**src/dqdd_pkg.sv**
```systemverilog
// Shared types and constants for the dual quadrature detent decoder.
// No dependencies; imported by every module of the block.
package dqdd_pkg;

   localparam int unsigned NumEnc = 2;
   localparam int unsigned SelW   = 1;

   // phase pair codes (active low, {high bit, low bit})
   localparam logic [1:0] PAIR_HOME = 2'b11;
   localparam logic [1:0] PAIR_CW   = 2'b10;
   localparam logic [1:0] PAIR_CCW  = 2'b01;

   // direction codes, two's complement
   localparam logic [1:0] DIR_NONE = 2'b00;
   localparam logic [1:0] DIR_CW   = 2'b01;
   localparam logic [1:0] DIR_CCW  = 2'b11;

   typedef struct packed {
      logic [1:0] last_phase;
      logic [1:0] turn_dir;
      logic       armed;
   } enc_state_type;

   localparam enc_state_type ENC_RESET = '{
      last_phase: PAIR_HOME,
      turn_dir:   DIR_NONE,
      armed:      1'b0
   };

endpackage

```
**src/dqdd_rules.sv**
```systemverilog
// Detent rule logic for one encoder: next state and step from current state and pair.
// Depends on dqdd_pkg.
module dqdd_rules
   import dqdd_pkg::*;
(
   input  enc_state_type     cur_state,
   input  logic [1:0]        pair,
   output enc_state_type     nxt_state,
   output logic signed [1:0] step
);

   always_comb begin
      logic [1:0] last;
      logic [1:0] dir;
      logic       arm;
      logic [1:0] stp;
      last = cur_state.last_phase;
      dir  = cur_state.turn_dir;
      arm  = cur_state.armed;
      stp  = DIR_NONE;
      if (last != pair) begin
         if (last == PAIR_HOME && pair == PAIR_CW) begin
            last = pair;
            dir  = DIR_CW;
            arm  = 1'b0;
         end
         if (last == PAIR_HOME && pair == PAIR_CCW) begin
            last = pair;
            dir  = DIR_CCW;
            arm  = 1'b0;
         end
         // opposite phase reached: arm
         if ((dir == DIR_CCW && pair == PAIR_CW) || (dir == DIR_CW && pair == PAIR_CCW)) begin
            arm  = 1'b1;
            last = pair;
         end
         // back to the first phase: disarm
         if ((dir == DIR_CCW && pair == PAIR_CCW) || (dir == DIR_CW && pair == PAIR_CW)) begin
            arm  = 1'b0;
            last = pair;
         end
         if (pair == PAIR_HOME && arm) begin
            arm  = 1'b0;
            last = pair;
            stp  = dir;
         end else if (pair == PAIR_HOME && dir != DIR_NONE) begin
            arm  = 1'b0;
            dir  = DIR_NONE;
            last = pair;
         end
      end
      nxt_state.last_phase = last;
      nxt_state.turn_dir   = dir;
      nxt_state.armed      = arm;
      step                 = stp;
   end

endmodule

```
**src/dqdd_enc_bank.sv**
```systemverilog
// Per-encoder state registers with one write port and one read port.
// Depends on dqdd_pkg.
module dqdd_enc_bank
   import dqdd_pkg::*;
(
   input  logic            clock,
   input  logic            reset,
   input  logic            wr_en,
   input  logic [SelW-1:0] wr_sel,
   input  enc_state_type   wr_state,
   input  logic [SelW-1:0] rd_sel,
   output enc_state_type   rd_state
);

   enc_state_type enc_ff [NumEnc];

   always_ff @(posedge clock) begin
      if (reset) begin
         for (int i = 0; i < NumEnc; i++) begin
            enc_ff[i] <= ENC_RESET;
         end
      end else if (wr_en) begin
         enc_ff[wr_sel] <= wr_state;
      end
   end

   assign rd_state = enc_ff[rd_sel];

endmodule

```
**src/dual_quadrature_detent_decoder.sv**
```systemverilog
// Dual quadrature detent decoder, top level.
// Path: a req beat enters the input register, then the result register, which drives rsp_valid;
// rsp_ready low holds the result register and, once the input register is full, req_ready.
// Throughput: one beat per cycle unless rsp_ready stalls; the encoder state is written
// as an item enters the result register, so the next item already sees it.
// Reset: synchronous, active high; both encoders return home, no direction, disarmed.
// Depends on dqdd_pkg, dqdd_rules, dqdd_enc_bank.
module dual_quadrature_detent_decoder
   import dqdd_pkg::*;
(
   input  logic              clock,
   input  logic              reset,
   input  logic              req_valid,
   output logic              req_ready,
   input  logic              req_op,
   input  logic [3:0]        req_sample,
   output logic              rsp_valid,
   input  logic              rsp_ready,
   output logic signed [1:0] rsp_step
);

   logic              in_valid_ff, in_valid_in;
   logic [SelW-1:0]   in_op_ff;
   logic [1:0]        in_pair_ff;
   logic              out_valid_ff, out_valid_in;
   logic signed [1:0] out_step_ff;
   logic              advance;
   enc_state_type     cur_state;
   enc_state_type     nxt_state;
   logic signed [1:0] step_in;

   // result register free or draining this cycle
   assign advance   = !out_valid_ff || rsp_ready;
   assign req_ready = !in_valid_ff || advance;

   assign in_valid_in  = (req_valid && req_ready) || (in_valid_ff && !advance);
   assign out_valid_in = advance ? in_valid_ff : out_valid_ff;

   always_ff @(posedge clock) begin
      if (reset) begin
         in_valid_ff  <= 1'b0;
         out_valid_ff <= 1'b0;
      end else begin
         in_valid_ff  <= in_valid_in;
         out_valid_ff <= out_valid_in;
      end
   end

   always_ff @(posedge clock) begin
      if (reset) begin
         in_op_ff <= '0;
      end else if (req_valid && req_ready) begin
         in_op_ff   <= req_op;
         in_pair_ff <= req_op ? req_sample[3:2] : req_sample[1:0];
      end
      if (advance && in_valid_ff) begin
         out_step_ff <= step_in;
      end
   end

   dqdd_enc_bank u_bank (
      .clock    (clock),
      .reset    (reset),
      .wr_en    (advance && in_valid_ff),
      .wr_sel   (in_op_ff),
      .wr_state (nxt_state),
      .rd_sel   (in_op_ff),
      .rd_state (cur_state)
   );

   dqdd_rules u_rules (
      .cur_state (cur_state),
      .pair      (in_pair_ff),
      .nxt_state (nxt_state),
      .step      (step_in)
   );

   assign rsp_valid = out_valid_ff;
   assign rsp_step  = out_step_ff;

   // a completed detent can only come from an armed encoder landing home
   a_step_needs_arm: assert property (@(posedge clock) disable iff (reset)
      (in_valid_ff && step_in != 2'sb00) |-> (cur_state.armed && in_pair_ff == PAIR_HOME))
      else $error("step without armed encoder");

   a_step_code: assert property (@(posedge clock) disable iff (reset)
      out_valid_ff |-> (out_step_ff != 2'sb10))
      else $error("invalid step code");

   a_ready_stall: assert property (@(posedge clock) disable iff (reset)
      !req_ready |-> (in_valid_ff && out_valid_ff && !rsp_ready))
      else $error("input stalled without back-pressure");

   a_reset_home: assert property (@(posedge clock)
      (!reset && $past(reset)) |-> (cur_state == ENC_RESET))
      else $error("encoder state not home after reset");

endmodule

```
**config.mk**
```make
export PLATFORM = sky130hd
export DESIGN_NAME = dual_quadrature_detent_decoder
export DESIGN_NICKNAME = d
export VERILOG_FILES = /design/src/dqdd_pkg.sv /design/src/dqdd_rules.sv /design/src/dqdd_enc_bank.sv /design/src/dual_quadrature_detent_decoder.sv
export SDC_FILE = /design/constraint.sdc
export NUM_CORES = 1
export LEC_CHECK = 0
export ABC_CLOCK_PERIOD_IN_PS = 2400
export BUFFER_PORTS_ARGS = -buffer_cell sky130_fd_sc_hd__buf_2
export CORE_MARGIN = 1.5
export CORE_UTILIZATION = 55
export CTS_CLUSTER_DIAMETER = 200
export DETAILED_ROUTE_END_ITERATION = 6
export GPL_TIMING_DRIVEN = 0
export PLACE_DENSITY = 0.81
export SLEW_MARGIN = 0
export SYNTH_ARGS = -nofsm -noshare
export SYNTH_HDL_FRONTEND = slang
export SYNTH_SLANG_ARGS = --single-unit
```
**constraint.sdc**
```tcl
create_clock -name clock -period 2.4 [get_ports clock]
set_clock_uncertainty 0.15 [all_clocks]
set_input_delay 0.12 -clock clock [delete_from_list [all_inputs] [get_ports clock]]
set_output_delay 0.12 -clock clock [all_outputs]
set_load 0.01 [all_outputs]
```
== Word-level counts from Yosys, hierarchy flattened ==
Memories as Yosys holds them, arrays and structs flattened. A register that Yosys moved wholly into a read port is not among the register bits.
Cells that the tools add are included.
Widths: inputs -> output; s select.
Storage, ports and cells
  register bits after elaboration: 7
  memory bits (writable): 10
  input port bits: 9
  output and inout bits: 4
  memories kept: 1
Cells by class
  equality and inequality tests: 8
  muxes and demuxes: 33
  bitwise operators: 1
  reduce and logical (&&, ||, !) cells: 23
Memory list
  u_bank.enc_ff: depth 2, width 5, read ports 1, clocked after Yosys merged registers in 1, wr ports 2, line dqdd_enc_bank.sv:15  | enc_state_type enc_ff [NumEnc];
Operator list (count)
  $mux 2: 15
  $mux 1: 17
  $logic_and 1x1->1: 11
  $eq 2x2->1 const B: 5
  $logic_or 1x1->1: 5
  $mux 5: 1
  $reduce_or 5->1: 1
  $eq 2x1->1 const B: 2
  $reduce_and 2->1: 2
  $logic_not 1->1: 3
  $ne 2x2->1: 1
  $reduce_bool 2->1: 1
  $not 1->1: 1

== Logic depth before layout (Yosys ltp) ==
Gate-level depths: netlist of the first run.
  word-level depth: 18
  depth in mapped cells: 6

== Modules after synthesis ==
Synthesis of the first run repeated with hierarchy kept, for this count alone.
Unflattened totals
  cell total of the unflattened synthesis: 95
  area, all modules: 1031.0 µm²
By module, submodules not included
  dqdd_enc_bank: times used 1, cells an instance 30, area each 462.9 µm², sequential area each 300.3 µm²
  dqdd_rules: times used 1, cells an instance 44, area each 287.8 µm², sequential area each 0.0 µm²
  dual_quadrature_detent_decoder: times used 1, cells an instance 21, area each 280.3 µm², sequential area each 180.2 µm²

== Least setup slack after synthesis of the first run ==
No wires, ideal clock.
  path type: register to register
  start point: register with a tool-made name
  end point: memory u_bank.enc_ff[0][2] (netlist bit) (data pin)
  setup time: 0.262 ns
  data arrival time: 1.381 ns
  data required time: 1.988 ns
  path slack: 0.607 ns
  cell stages (with the launch flop): 6
  clock period less this slack: 1.793 ns
  cells stage by stage: dfxtp_1 buf_6 mux2_4 or4_4 nand3_1 o22ai_1
RTL lines (line)
  to (decl): dqdd_enc_bank.sv:15

==> results of run 1 <==
-- kinds of logic (layout without fill, tap and decap cells) --
family / after synthesis / after routing / synth area share
AO/OA/AOI/OAI: 29 / 29 / 0.178
XOR/XNOR: 3 / 3 / 0.0219
buffers and inverters: 7 / 30 / 0.0375
flip-flops: 18 / 18 / 0.416
multiplexers: 13 / 13 / 0.122
AND/OR/NAND/NOR: 47 / 47 / 0.225
-- through the flow --
step | util | cells | area (sq um) | hold WS (ns)
3_5_place_dp | 0.645 | 155 | 1290 | 0.242
6_report | 0.698 | 167 | 1400 | 0.00656
4_1_cts | 0.698 | 167 | 1400 | 0.0157
2_1_floorplan | - | 117 | 1200 | 0.0995
3_3_place_gp | 0.645 | 155 | 1290 | 0.224
5_1_grt | 0.698 | 167 | 1400 | 0.0513
-- worst max-delay path, stage by stage --
cell	delay, ns
dlygate4sd3_1	0.54
buf_2	0.17
nor4b_1	0.88
o211ai_1	0.25
-- cell type report --
cell class                      instances  area [sq um]
Timing Repair Buffer                   19           135
Buffer                                  6          41.3
Fill cell                             155           604
Clock buffer                            3          22.5
Tap cell                               27          33.8
Sequential cell                        18           500
Clock inverter                          1          3.75
Inverter                                1          3.75
Multi-Input combinational cell         92           657
-- state kept, by name, summed over array words and instances, names as in the netlist, named ones only --
name,cells
in_op_ff,1
in_pair_ff,2
in_valid_ff,1
rsp_step,2
rsp_valid,1
u_bank.enc_ff,10
-- cell usage after synthesis (3+ instances only) --
master,count
nor2_1,9
mux2_2,5
nand3_1,5
o22ai_1,3
nand2b_1,4
buf_2,3
edfxtp_1,14
o211ai_1,4
nand2_1,9
a31oi_1,4
dfxtp_1,4
a21oi_1,4
nor4b_1,3
nand3b_1,3
mux2i_1,6
-- final timing paths --
kind / from / cells past startpoint / end
worst max-delay path: reset / 4 / u_bank.enc_ff[0][4]
worst min-delay path: req_valid / 4 / register
worst max register to register: rsp_valid / 3 / u_bank.enc_ff[0][4]
worst min register to register: in_op_ff / 2 / register
-- what timing repair did --
| action | in CTS | in global routing |
|---|---|---|
| endpoints found under the setup margin | 0 | 0 |
| hold buffers | 8 | 0 |
| hold endpoints to repair | 6 | 0 |
-- routing by layer --
metal,global-route usage,vias up
met5,0,-
met4,0.120,0
met3,0.0273,11
met2,0.502,44
met1,0.278,524
li1,-,511
-- power breakdown --
group	switching (mW)	internal (mW)
clock network	0.0967	0.0607
registers	0.0108	0.349
logic	0.0653	0.0547
==> flow_summary.yaml, run 1 <==
run_status:
  status: "complete, no violations"
timing:
  final_hold_viol_count: 0
  fin_ws_ns: 0.274
  rsz0062_at_grt: "false"
  fin_setup_tns_ns: 0
  worst_pin_slew_ns: 1.01
  finalCritPeriodShare: 0.886
  clock.fmax_ghz: 0.470
  report.final.setup_viol: 0
  slew_headroom: 0.320
  drv_slew: 0
  min_period_ns: 2.13
synthesis:
  synthesis.area_sq_mm: 0.00120
  yosys_warnings: 0
  synth_seq_area_share: 0.416
  syn-num-nets: 126
  synth_edf_count: 14
  synthCells: 117
  yosysTopAreaCellShare: 0.350
  ys_ff_latch: 18
  ys_types: 43
  yosys-top-cells-area: "edfxtp_1, dfxtp_1, mux2i_1"
  synth_ff_type: "edfxtp_1"
  avgSynthCellArea_sq_um: 10.3
  synth_top_cell_by_area: "edfxtp_1"
  synthArstFlopShare: 0
clock_network:
  cts_root_buf: "clkbuf_4"
  insertion_delay_ns: 0.30
  cts_htree_levels: 1
  cts_tree: "built"
  clock_path_buffers: 2
  cts-resized-gates: 0
  cts_buffers: 3
  cts_sinks: 18
  postCtsSetupBuffers: 0
  cts.reportedPaths.clkPinSlew_ns: 0.11
pwr:
  max-vdd-ir-drop_v: 0.000476
  leakagePower_nw: 0.496
  p_per_area_mw_per_mm2: 456
  finalPower_mw: 0.637
placement:
  dp_hpwl_um: 2070
  place_ws_ns: 0.396
  gp_congestion: 0.879
  io_buffers: 11
worst_setup_path:
  path_class: "input pin to register"
  worstPathRequired_ns: 2.24
  r2r_slack_ns: 0.35
  start_kind: "input pin"
  arrival_ns: 1.96
  crit_path_end_kind: "register"
  cp_max_fo: 10
routing:
  antenna_left: 0
  finalWirelength_um: 2920
  route.vias.total: 1090
  wl_met3_um: 95
  drt_iter0_drc: 53
  wl_per_cell_um: 17.5
  drt-pass1-iter-count: 4
  wl_met1_um: 1210
  viasPerCell: 6.53
  drc: 0
  dr_wl_met2_um: 1550
  dr.max_layer_used: "met4"
global_routing:
  antenna_found_initial: 0
  grt_max_degree: 11
  grt_pass1_vias: 1091
  grt_use_total: 0.260
  grt_pass1_wl_um: 4820
  grt-ovfl-total: 0
die:
  rows: 16
  die_w_um: 49.8
  coreArea_sq_mm: 0.00200
  die-area_sq_mm: 0.00248
  die_h_um: 49.8
  initial_utilization: 0.601
  ios: 13
layout:
  diodes: 0
  drive_above_1_share: 0.214
  areaGrowthSynthToFinish_pct: 16.2
  layout_common_cells: "buf_2, edfxtp_1, nand2_1, nor2_1, dlygate4sd3_1"
  fin_nets: 150
run:
  maxCapViolCount: 0
hold_path:
  hold_path_class: "input pin to register"
Note: power is estimated with default switching activity, not from simulation.
==> inputs of run 2 (changes only) <==
--- a/config.mk
+++ b/config.mk
@@ -5,6 +5,7 @@
 export SDC_FILE = /design/constraint.sdc
 export NUM_CORES = 1
 export LEC_CHECK = 0
+export ABC_AREA = 1
 export ABC_CLOCK_PERIOD_IN_PS = 2400
 export BUFFER_PORTS_ARGS = -buffer_cell sky130_fd_sc_hd__buf_2
 export CORE_MARGIN = 1.5
@@ -12,7 +13,7 @@
 export CTS_CLUSTER_DIAMETER = 200
 export DETAILED_ROUTE_END_ITERATION = 6
 export GPL_TIMING_DRIVEN = 0
-export PLACE_DENSITY = 0.81
+export PLACE_DENSITY = 0.82
 export SLEW_MARGIN = 0
 export SYNTH_ARGS = -nofsm -noshare
 export SYNTH_HDL_FRONTEND = slang
==> run 2 against run 1 <==
  * Synthesized cell count up 13%
  * Register-to-register slack better by 0.09 ns
  * Worst setup slack improved by 0.17 ns
  * Cell count rose by 10%
  * Critical path depth rose by 10
  * Sequential share of layout area increased by 1.3 points
  * Die area decreased by 4.9%
  * Non-clock buffer count fell by 3
  * Utilization shrank 1.0 points
  * Sequential power is essentially flat
  * Area after synthesis fell by 5.2%
  * Clock power hardly changed
==> flow_summary.yaml, run 2 <==
routing:
  drc: 0
  antenna_left: 0
  drt-pass1-iter-count: 4
  dr_wl_met2_um: 1270
  viasPerCell: 5.25
  wl_per_cell_um: 13.1
  route.vias.total: 966
  wl_met1_um: 984
  drt_iter0_drc: 30
  wl_met3_um: 111
  dr.max_layer_used: "met4"
  finalWirelength_um: 2410
run:
  maxCapViolCount: 0
die:
  rows: 16
  coreArea_sq_mm: 0.00196
  ios: 13
  initial_utilization: 0.581
  die_w_um: 48.5
  die_h_um: 48.5
  die-area_sq_mm: 0.00235
synthesis:
  synthCells: 132
  synth_ff_type: "edfxtp_1"
  avgSynthCellArea_sq_um: 8.64
  synth_common_cells: "nand2_1, inv_1, edfxtp_1, a21oi_1, nand2_2"
  synthArstFlopShare: 0
  syn-num-nets: 141
  synth_edf_count: 14
  ys_ff_latch: 18
  yosys_warnings: 0
  ys_types: 24
  synthesis.area_sq_mm: 0.00114
  synth_most_common_cell: "nand2_1"
  yosys-top-cells-area: "edfxtp_1, nand2_1, dfxtp_1"
  synth_top_cell_by_area: "edfxtp_1"
  synth_seq_area_share: 0.439
  yosysTopAreaCellShare: 0.369
timing:
  rsz0062_at_grt: "false"
  drv_slew: 0
  report.final.setup_viol: 0
  slew_headroom: 0.761
  final_hold_viol_count: 0
  min_period_ns: 1.96
  clock.fmax_ghz: 0.511
  worst_pin_slew_ns: 0.359
  finalCritPeriodShare: 0.815
  fin_setup_tns_ns: 0
  whs_ns: 0.356
hold_path:
  hold_path_class: "register to register"
worst_setup_path:
  path_class: "register to register"
  worstPathRequired_ns: 2.30
  start_kind: "register"
  crit_path_end_kind: "register"
  arrival_ns: 1.86
  cp_max_fo: 8
pwr:
  clock_power_share: 0.236
  switchingPower_mw: 0.203
  p_sw_frac: 0.302
  p_per_area_mw_per_mm2: 498
  leakagePower_nw: 0.637
  combPwrFrac: 0.232
  internal-power_mw: 0.470
  max-vdd-ir-drop_v: 0.000504
  power_frac_seq: 0.532
clock_network:
  hold_buffers: 9
  cts_htree_levels: 1
  cts_buffers: 3
  cts.reportedPaths.clkPinSlew_ns: 0.10
  cts_sinks: 18
  cts_root_buf: "clkbuf_4"
  insertion_delay_ns: 0.31
  postCtsSetupBuffers: 0
  cts_tree: "built"
  clock_path_buffers: 2
  cts-resized-gates: 0
layout:
  stdcell_count: 184
  regMostFlops: "u_bank.enc_ff"
  diodes: 0
  layout_common_cells: "nand2_1, inv_1, edfxtp_1"
  drive_above_1_share: 0.312
  final_common_cell: "nand2_1"
  areaGrowthSynthToFinish_pct: 18.4
  fin_nets: 167
  largest_register_ffs: 10
placement:
  dp_hpwl_um: 1740
  gp_congestion: 0.886
  dp.cells: 171
  io_buffers: 12
global_routing:
  grt-ovfl-total: 0
  grt_pass1_vias: 902
  grt_max_degree: 11
  antenna_found_initial: 0
  grt_pass1_wl_um: 3910
  grt_use_total: 0.218
run_status:
  status: "complete, no violations"
run 2: layout make-up:
type	instances	area (sq um)
timing repair buffer	21	150
clock inverter	1	3.75
clock buffer	3	22.5
tap	27	33.8
buffer	1	11.3
fill	168	612
inverter	21	86.3
multi-input combinational	92	542
sequential	18	500
run 2: stage by stage:
| step | power (mW) | utilization | instance area (sq um) | setup slack [ns] |
|---|---|---|---|---|
| 2_1_floorplan | 0.473 | - | 1140 | 0.646 |
| 3_3_place_gp | 0.499 | 0.629 | 1230 | 0.527 |
| 3_5_place_dp | 0.505 | 0.629 | 1230 | 0.480 |
| 4_1_cts | 0.666 | 0.688 | 1350 | 0.459 |
| 5_1_grt | 0.697 | 0.688 | 1350 | 0.313 |
| 6_report | 0.673 | 0.688 | 1350 | 0.443 |
run 2: layer usage:
layer	up-vias	track usage
met5	-	0
met4	0	0.0857
met3	5	0.0278
met2	33	0.414
met1	449	0.247
li1	479	-
run 2: cells by family (layout without fill, tap and decap cells):
family,after synthesis,count (layout),share of synthesized area
compound gates,13,13,0.0604
xor+xnor,1,1,0.00769
buf+inv,22,47,0.0856
flops,18,18,0.439
mux,2,2,0.0198
simple gates,76,76,0.387
run 2: critical path, cell delays in order (launching register included):
cell     delay [ns]
dfxtp_1        0.35
buf_6          0.15
inv_8          0.05
nand2_2        0.05
nand2_2        0.06
nor2_2         0.12
nand2_2        0.11
nand2_2        0.11
nand3_2        0.08
nand2_1        0.07
inv_2          0.06
nand2_4        0.09
nor2_4         0.04
inv_2          0.10
nand4_1        0.09
run 2: final timing paths:
path,startpoint,to,slack (ns),cells past startpoint
max,register,u_bank.enc_ff[0][3],0.44,14
min,in_valid_ff,rsp_valid,0.36,2
max reg2reg,register,u_bank.enc_ff[0][3],0.44,14
min reg2reg,in_valid_ff,rsp_valid,0.36,2
run 2: power by group through the flow:
stage	Clock, mW	Combinational, mW	Sequential, mW
after floorplan	0	0.108	0.365
after global placement	0	0.134	0.365
after detailed placement	0	0.140	0.365
after CTS	0.155	0.153	0.358
after global routing	0.168	0.170	0.360
final	0.159	0.156	0.358
